`src/rtl/aluf_pkg.sv`:
```
// ----------------------------------------------------------------------------
// aluf_pkg
// Shared types, opcodes and flag positions for the pipelined 16-bit ALU.
// ----------------------------------------------------------------------------
package aluf_pkg;

  localparam int DataWidth = 16;
  localparam int OpWidth   = 8;
  localparam int FlagWidth = 8;

  // Divider: quotient bits resolved per pipeline stage.
  localparam int DivBits   = 2;
  localparam int DivStages = DataWidth / DivBits;

  localparam logic [OpWidth-1:0] OpAdd = 8'h01;
  localparam logic [OpWidth-1:0] OpSub = 8'h02;
  localparam logic [OpWidth-1:0] OpMul = 8'h03;
  localparam logic [OpWidth-1:0] OpDiv = 8'h04;
  localparam logic [OpWidth-1:0] OpAnd = 8'h05;
  localparam logic [OpWidth-1:0] OpOr  = 8'h06;
  localparam logic [OpWidth-1:0] OpXor = 8'h07;
  localparam logic [OpWidth-1:0] OpNot = 8'h08;
  localparam logic [OpWidth-1:0] OpInc = 8'h09;
  localparam logic [OpWidth-1:0] OpCmp = 8'h0A;
  localparam logic [OpWidth-1:0] OpDec = 8'h0B;

  localparam int FlagZ = 0;
  localparam int FlagL = 1;
  localparam int FlagG = 2;

  typedef logic [DataWidth-1:0] word_t;
  typedef logic [FlagWidth-1:0] flags_t;

  typedef struct packed {
    logic [OpWidth-1:0] op;
    word_t              a;
    word_t              b;
    flags_t             flags;
  } req_t;

  typedef struct packed {
    logic   valued;
    logic   is_div;
    word_t  b;
    flags_t flags;
    word_t  res;
    word_t  rem;
    word_t  quo;
  } pipe_t;

endpackage

```
`src/rtl/aluf_exec.sv`:
```
// ----------------------------------------------------------------------------
// aluf_exec
// Single-stage operations, compare flags and divider setup for one request.
// ----------------------------------------------------------------------------
module aluf_exec (
  input  aluf_pkg::req_t  req_i,
  output aluf_pkg::pipe_t pipe_o
);

  logic [2*aluf_pkg::DataWidth-1:0] prod;

  assign prod = {{aluf_pkg::DataWidth{1'b0}}, req_i.a} * {{aluf_pkg::DataWidth{1'b0}}, req_i.b};

  always_comb begin
    pipe_o        = '0;
    pipe_o.valued = 1'b1;
    pipe_o.is_div = 1'b0;
    pipe_o.b      = req_i.b;
    pipe_o.flags  = req_i.flags;
    pipe_o.res    = '0;
    pipe_o.rem    = '0;
    pipe_o.quo    = req_i.a;
    case (req_i.op)
      aluf_pkg::OpAdd: pipe_o.res = aluf_pkg::word_t'(req_i.a + req_i.b);
      aluf_pkg::OpSub: pipe_o.res = aluf_pkg::word_t'(req_i.a - req_i.b);
      aluf_pkg::OpMul: pipe_o.res = prod[aluf_pkg::DataWidth-1:0];
      aluf_pkg::OpDiv: pipe_o.is_div = 1'b1;
      aluf_pkg::OpAnd: pipe_o.res = req_i.a & req_i.b;
      aluf_pkg::OpOr:  pipe_o.res = req_i.a | req_i.b;
      aluf_pkg::OpXor: pipe_o.res = req_i.a ^ req_i.b;
      aluf_pkg::OpNot: pipe_o.res = ~req_i.a;
      aluf_pkg::OpInc: pipe_o.res = aluf_pkg::word_t'(req_i.a + aluf_pkg::word_t'(1));
      aluf_pkg::OpDec: pipe_o.res = aluf_pkg::word_t'(req_i.a - aluf_pkg::word_t'(1));
      aluf_pkg::OpCmp: begin
        pipe_o.valued                   = 1'b0;
        pipe_o.flags[aluf_pkg::FlagZ]   = (req_i.a == req_i.b);
        pipe_o.flags[aluf_pkg::FlagL]   = (req_i.a < req_i.b);
        pipe_o.flags[aluf_pkg::FlagG]   = (req_i.a > req_i.b);
      end
      default: pipe_o.valued = 1'b0;
    endcase
  end

endmodule

```
`src/rtl/aluf_div_step.sv`:
```
// ----------------------------------------------------------------------------
// aluf_div_step
// Restoring unsigned division, DivBits quotient bits per pipeline stage.
// ----------------------------------------------------------------------------
module aluf_div_step (
  input  aluf_pkg::pipe_t pipe_i,
  output aluf_pkg::pipe_t pipe_o
);

  always_comb begin
    logic [aluf_pkg::DataWidth:0] trial;
    aluf_pkg::word_t              rem;
    aluf_pkg::word_t              quo;
    trial = '0;
    rem   = pipe_i.rem;
    quo   = pipe_i.quo;
    for (int i = 0; i < aluf_pkg::DivBits; i++) begin
      trial = {rem, quo[aluf_pkg::DataWidth-1]};
      quo   = {quo[aluf_pkg::DataWidth-2:0], 1'b0};
      if (trial >= {1'b0, pipe_i.b}) begin
        trial  = trial - {1'b0, pipe_i.b};
        quo[0] = 1'b1;
      end
      rem = trial[aluf_pkg::DataWidth-1:0];
    end
    pipe_o     = pipe_i;
    pipe_o.rem = rem;
    pipe_o.quo = quo;
  end

endmodule

```
`src/rtl/alu16_with_compare_flags.sv`:
```
// ----------------------------------------------------------------------------
// alu16_with_compare_flags
// Pipelined 16-bit ALU with zero/less/greater flag update.
// ----------------------------------------------------------------------------
// Takes one request per cycle while in_stall_o is low; each result appears once its
// request has passed one input register, eight divider stages and one output register.
// Every opcode takes this same path, whose length is set by the divider, which
// resolves two quotient bits per stage. Each stage holds its request while the
// next one is full and stalled, so bubbles close up and the input keeps taking
// requests while a finished result waits at the output, until every stage is full.
// ----------------------------------------------------------------------------
module alu16_with_compare_flags (
  input  logic                               clk_i,
  input  logic                               rst_ni,
  input  logic                               in_valid_i,
  output logic                               in_stall_o,
  input  logic [aluf_pkg::OpWidth-1:0]       action_i,
  input  logic [aluf_pkg::DataWidth-1:0]     operand_a_i,
  input  logic [aluf_pkg::DataWidth-1:0]     operand_b_i,
  input  logic [aluf_pkg::FlagWidth-1:0]     flags_in_i,
  output logic                               out_valid_o,
  input  logic                               out_stall_i,
  output logic [aluf_pkg::DataWidth-1:0]     result_o,
  output logic [aluf_pkg::FlagWidth-1:0]     flags_out_o
);

  aluf_pkg::req_t  req_q;
  logic            req_valid_q;
  aluf_pkg::pipe_t exec_pipe;
  aluf_pkg::pipe_t pipe_q [1:aluf_pkg::DivStages];
  aluf_pkg::pipe_t pipe_d [1:aluf_pkg::DivStages];
  logic [aluf_pkg::DivStages:1]   valid_q;
  logic [aluf_pkg::DivStages+1:0] rdy;

  aluf_pkg::word_t  result_d, result_q;
  aluf_pkg::flags_t flags_d, flags_q;
  logic             out_valid_q;

  // Ready chain: a stage takes new data when empty or when it drains.
  assign rdy[aluf_pkg::DivStages+1] = !out_valid_q || !out_stall_i;
  assign rdy[0] = !req_valid_q || rdy[1];

  for (genvar k = 1; k <= aluf_pkg::DivStages; k++) begin : g_rdy
    assign rdy[k] = !valid_q[k] || rdy[k+1];
  end

  assign in_stall_o = !rdy[0];

  // Input register
  always_ff @(posedge clk_i or negedge rst_ni) begin
    if (!rst_ni) begin
      req_valid_q <= 1'b0;
    end else if (rdy[0]) begin
      req_valid_q <= in_valid_i;
    end
  end

  always_ff @(posedge clk_i) begin
    if (rdy[0] && in_valid_i) begin
      req_q <= '{op: action_i, a: operand_a_i, b: operand_b_i, flags: flags_in_i};
    end
  end

  aluf_exec u_exec (
    .req_i  (req_q),
    .pipe_o (exec_pipe)
  );

  // Divider pipeline; other ops ride along.
  for (genvar k = 1; k <= aluf_pkg::DivStages; k++) begin : g_stage
    if (k == 1) begin : g_first
      aluf_div_step u_step (
        .pipe_i (exec_pipe),
        .pipe_o (pipe_d[k])
      );

      always_ff @(posedge clk_i or negedge rst_ni) begin
        if (!rst_ni) begin
          valid_q[k] <= 1'b0;
        end else if (rdy[k]) begin
          valid_q[k] <= req_valid_q;
        end
      end
    end else begin : g_next
      aluf_div_step u_step (
        .pipe_i (pipe_q[k-1]),
        .pipe_o (pipe_d[k])
      );

      always_ff @(posedge clk_i or negedge rst_ni) begin
        if (!rst_ni) begin
          valid_q[k] <= 1'b0;
        end else if (rdy[k]) begin
          valid_q[k] <= valid_q[k-1];
        end
      end
    end

    always_ff @(posedge clk_i) begin
      if (rdy[k]) begin
        pipe_q[k] <= pipe_d[k];
      end
    end
  end

  // Result select and flag update
  always_comb begin
    aluf_pkg::pipe_t p;
    p        = pipe_q[aluf_pkg::DivStages];
    result_d = p.res;
    if (p.is_div) begin
      result_d = (p.b == '0) ? '0 : p.quo;
    end
    flags_d = p.flags;
    if (p.valued) begin
      if (result_d == '0) begin
        flags_d[aluf_pkg::FlagZ] = 1'b1;
        flags_d[aluf_pkg::FlagL] = 1'b0;
        flags_d[aluf_pkg::FlagG] = 1'b0;
      end else begin
        flags_d[aluf_pkg::FlagZ] = 1'b0;
      end
    end
  end

  always_ff @(posedge clk_i or negedge rst_ni) begin
    if (!rst_ni) begin
      out_valid_q <= 1'b0;
    end else if (rdy[aluf_pkg::DivStages+1]) begin
      out_valid_q <= valid_q[aluf_pkg::DivStages];
    end
  end

  always_ff @(posedge clk_i) begin
    if (rdy[aluf_pkg::DivStages+1]) begin
      result_q <= result_d;
      flags_q  <= flags_d;
    end
  end

  assign out_valid_o = out_valid_q;
  assign result_o    = result_q;
  assign flags_out_o = flags_q;

  // Assertions
  a_empty_takes: assert property (@(posedge clk_i) disable iff (!rst_ni)
    !req_valid_q |-> !in_stall_o)
    else $error("input stalled with empty input stage");

  a_accept_lands: assert property (@(posedge clk_i) disable iff (!rst_ni)
    (in_valid_i && !in_stall_o) |=> req_valid_q)
    else $error("accepted request not held in input stage");

  a_last_handoff: assert property (@(posedge clk_i) disable iff (!rst_ni)
    (valid_q[aluf_pkg::DivStages] && rdy[aluf_pkg::DivStages+1]) |=> out_valid_q)
    else $error("result lost between divider and output");

  a_last_hold: assert property (@(posedge clk_i) disable iff (!rst_ni)
    (valid_q[aluf_pkg::DivStages] && !rdy[aluf_pkg::DivStages+1]) |=>
      (valid_q[aluf_pkg::DivStages] && $stable(pipe_q[aluf_pkg::DivStages])))
    else $error("last divider stage changed while blocked");

endmodule
```
`config.mk`:
```
export PLATFORM = sky130hd
export DESIGN_NAME = alu16_with_compare_flags
export DESIGN_NICKNAME = d
export VERILOG_FILES = /design/src/rtl/aluf_pkg.sv /design/src/rtl/aluf_exec.sv /design/src/rtl/aluf_div_step.sv /design/src/rtl/alu16_with_compare_flags.sv
export SDC_FILE = /design/constraint.sdc
export NUM_CORES = 2
export LEC_CHECK = 0
export ABC_AREA = 1
export ABC_CLOCK_PERIOD_IN_PS = 10350
export CORE_MARGIN = 4
export CORE_UTILIZATION = 47
export DETAILED_ROUTE_END_ITERATION = 6
export DONT_BUFFER_PORTS = 1
export GPL_ROUTABILITY_DRIVEN = 0
export MAX_ROUTING_LAYER = met4
export PLACE_DENSITY = 0.65
export SYNTH_ARGS = -nofsm -noshare
export SYNTH_HDL_FRONTEND = slang
export SYNTH_HIERARCHICAL = 1
export SYNTH_SLANG_ARGS = --single-unit
```
`constraint.sdc`:
```
create_clock -name clk_i -period 10.35 [get_ports clk_i]
set_input_delay 2.07 -clock clk_i [delete_from_list [all_inputs] [get_ports clk_i]]
set_output_delay 2.07 -clock clk_i [all_outputs]
set_load 0.1 [all_outputs]
```
==> results by group <==
Setup path
  – CP max-delay cell: nand3_4
  – CP Buf/Inv Count: 2
  – Worst setup EP type: output port
  – Cell repeated most along the worst path: nor2_4
  – R2r startpoint: req_q[31]
  – Critical path origin: out_stall_i
  – Arrival time at the worst endpoint: 5.03 ns
  – CP Cell Sequence: nand3_4 -> nor2_4 -> nand2_4 -> buf_4 -> nor2_4 -> nand2_4 -> nor2_4 -> nand2_4 -> nor2_4 -> nand2_2 -> inv_1
  – Critical Path Start Type: input pin
  – Worst Path Required: about 8.3 ns
  – Top Family by Delay on Critical Path: simple AND/OR/NAND/NOR gates
  – Worst R2R Path Depth: 17
  – Crit path max fanout: 76
  – Slowest Stage Delay on Critical Path: approximately 0.61 ns
  – Crit path kind: input pin to output port
  – Levels on crit path: 11

Routing
  – Drt via density: between 5 and 6
  – DRC errors left: 0
  – Antenna-violating nets left: 0
  – WL/cell: roughly 16 um
  – Vias: between 30000 and 40000
  – Routed wire length: roughly 120 mm
  – Iter 0 DRT Violations: between 2000 and 3000
  – Initial DRT Pass Iterations: 6

Clocking
  – H-tree depth: 3
  – Worst skew pair latency: between 0.6 and 0.7 ns
  – Setup bufs post-CTS: 0
  – CTS Hold Bufs: 0
  – Max Buffers Root-to-Sink: 3
  – Sink Count: between 600 and 700
  – Reg clk slew, reported paths: 0.06 ns
  – CTS tree: done
  – Post_cts resized: 0
  – TritonCTS buffer count: a little over 70
  – Clock Tree Root: clkbuf_16

Floorplanning
  – Num ports: 78
  – Die span in x: 338 um
  – Die area: around 110000 um^2
  – Initial core utilization: 0.476
  – Core ar.: between 100000 and 150000 um^2
  – Die height: ~340 um
  – Floorplan row count: 120

STA
  – Crit share post-route: 0.686
  – Clk_skew: roughly 0.034 ns
  – RSZ-0062 raised after global routing: false
  – Max-slew headroom: 0.249
  – Post-layout minimum cycle time: about 7.1 ns
  – Setup Viol. Count Final: 0
  – Slew @ Worst Pin: ~1.1 ns
  – Fmax: 141 MHz
  – Final hold violations: 0
  – Final Max Tran Viols: 0
  – Post-route setup TNS: 0 ns

Global route
  – Total global-route track usage: 0.207
  – First-pass GRT wire length: about 190 mm
  – Initial antenna violation count: 16
  – Vias in the first global route: about 35000
  – Total grt overflow: 0
  – Largest net degree at the start of global routing: 77

Yosys
  – Synthesized area per cell: approximately 8.4 um^2
  – Post-Syn Area: a little over 50000 um^2
  – Synth Warn #: 6
  – Cells after Synth: 6091

Finish
  – Final nets: 6128
  – Layout cells sized above 1: 0.104
  – Final Util: 0.474
  – Area Overhead vs Synth: -0.320%

Outcome
  – Status: finished clean

Placement
  – Port Buffers: 0
  – Placed wire-length estimate: between 90 and 100 mm

Min path
  – Hold Crit Class: flop to flop
  – Number of cells on the worst hold path: 0
  – HP Start: pipe_q[0][34]

Job
  – Max cap viols: 0
==> layout by cell type (no fill, tap or decap), types with 19 or more instances in the layout <==
master	instances
inv_1	832
inv_2	105
clkbuf_16	72
nand2_1	1768
nand4_1	65
o21ai_0	95
nor2_2	36
nand3_2	82
nor2_1	246
and2_1	22
clkinv_1	24
fa_1	97
ha_1	369
nand2_2	108
nand3_1	352
nor2_4	25
nand3b_1	21
xnor2_1	39
a21o_1	19
xor2_1	91
or2_2	52
a21oi_1	226
edfxtp_1	648
==> worst reg2reg max path, cell delays in order (launching register included) <==
cell      delay [ns]
edfxtp_1        0.88
ha_1            0.28
inv_1           0.07
fa_1            0.56
fa_1            0.55
inv_1           0.06
fa_1            0.49
fa_1            0.49
inv_1           0.05
fa_1            0.46
fa_1            0.54
inv_1           0.05
ha_1            0.35
nand4_1         0.13
o311ai_0        0.54
nand3_1         0.14
nand3_1         0.10
nand2_1         0.05
==> flip-flops by register name, summed over array words and instances (netlist names) <==
name and cells:
req_q 48, pipe_q 576, out_valid_o 1, req_valid_q 1
result_o 16, flags_out_o 8, valid_q 8
==> stage by stage <==
stage	cell area [um^2]	worst slack (ns)	instances	hold slack, ns
after global placement	48800	3.20	6940	0.401
after floorplan	51300	2.20	6106	0.400
after CTS	51000	3.14	7071	0.400
after global routing	51100	2.90	7078	0.409
after detailed placement	48800	3.13	6940	0.405
final	51100	3.25	7079	0.406
==> area by class of cell <==
cell class | count | area [um^2]
Timing Repair Buffer | 13 | 97.6
Clock inverter | 44 | 389
Inverter | 953 | 3580
Multi-Input combinational cell | 3913 | 23600
Antenna cell | 8 | 20.0
Fill cell | 10200 | 56600
Sequential cell | 658 | 19700
Tap cell | 1403 | 1760
Clock buffer | 87 | 1890
==> path summary, 6_finish.rpt <==
check	end	slack [ns]
hold / removal	pipe_q[0][108]	0.41
hold reg to reg	pipe_q[0][108]	0.41
setup / recovery	in_stall_o	3.25
max in group asynchronous	valid_q[1]	9.11
setup reg to reg	pipe_q[0][47]	4.32
min in group asynchronous	valid_q[8]	1.15
==> per-layer routing <==
| metal | global-route usage | part of all wire | vias up |
|---|---|---|---|
| li1 | - | - | 18200 |
| met1 | 0.264 | 0.43 | 16800 |
| met2 | 0.338 | 0.48 | 1079 |
| met3 | 0.0270 | 0.055 | 254 |
| met4 | 0.0760 | 0.038 | 0 |
| met5 | - | 0 | - |
Power is left out: the tool's default activity adds up to more than one toggle a clock period on the data nets, which glitch-free logic cannot reach.
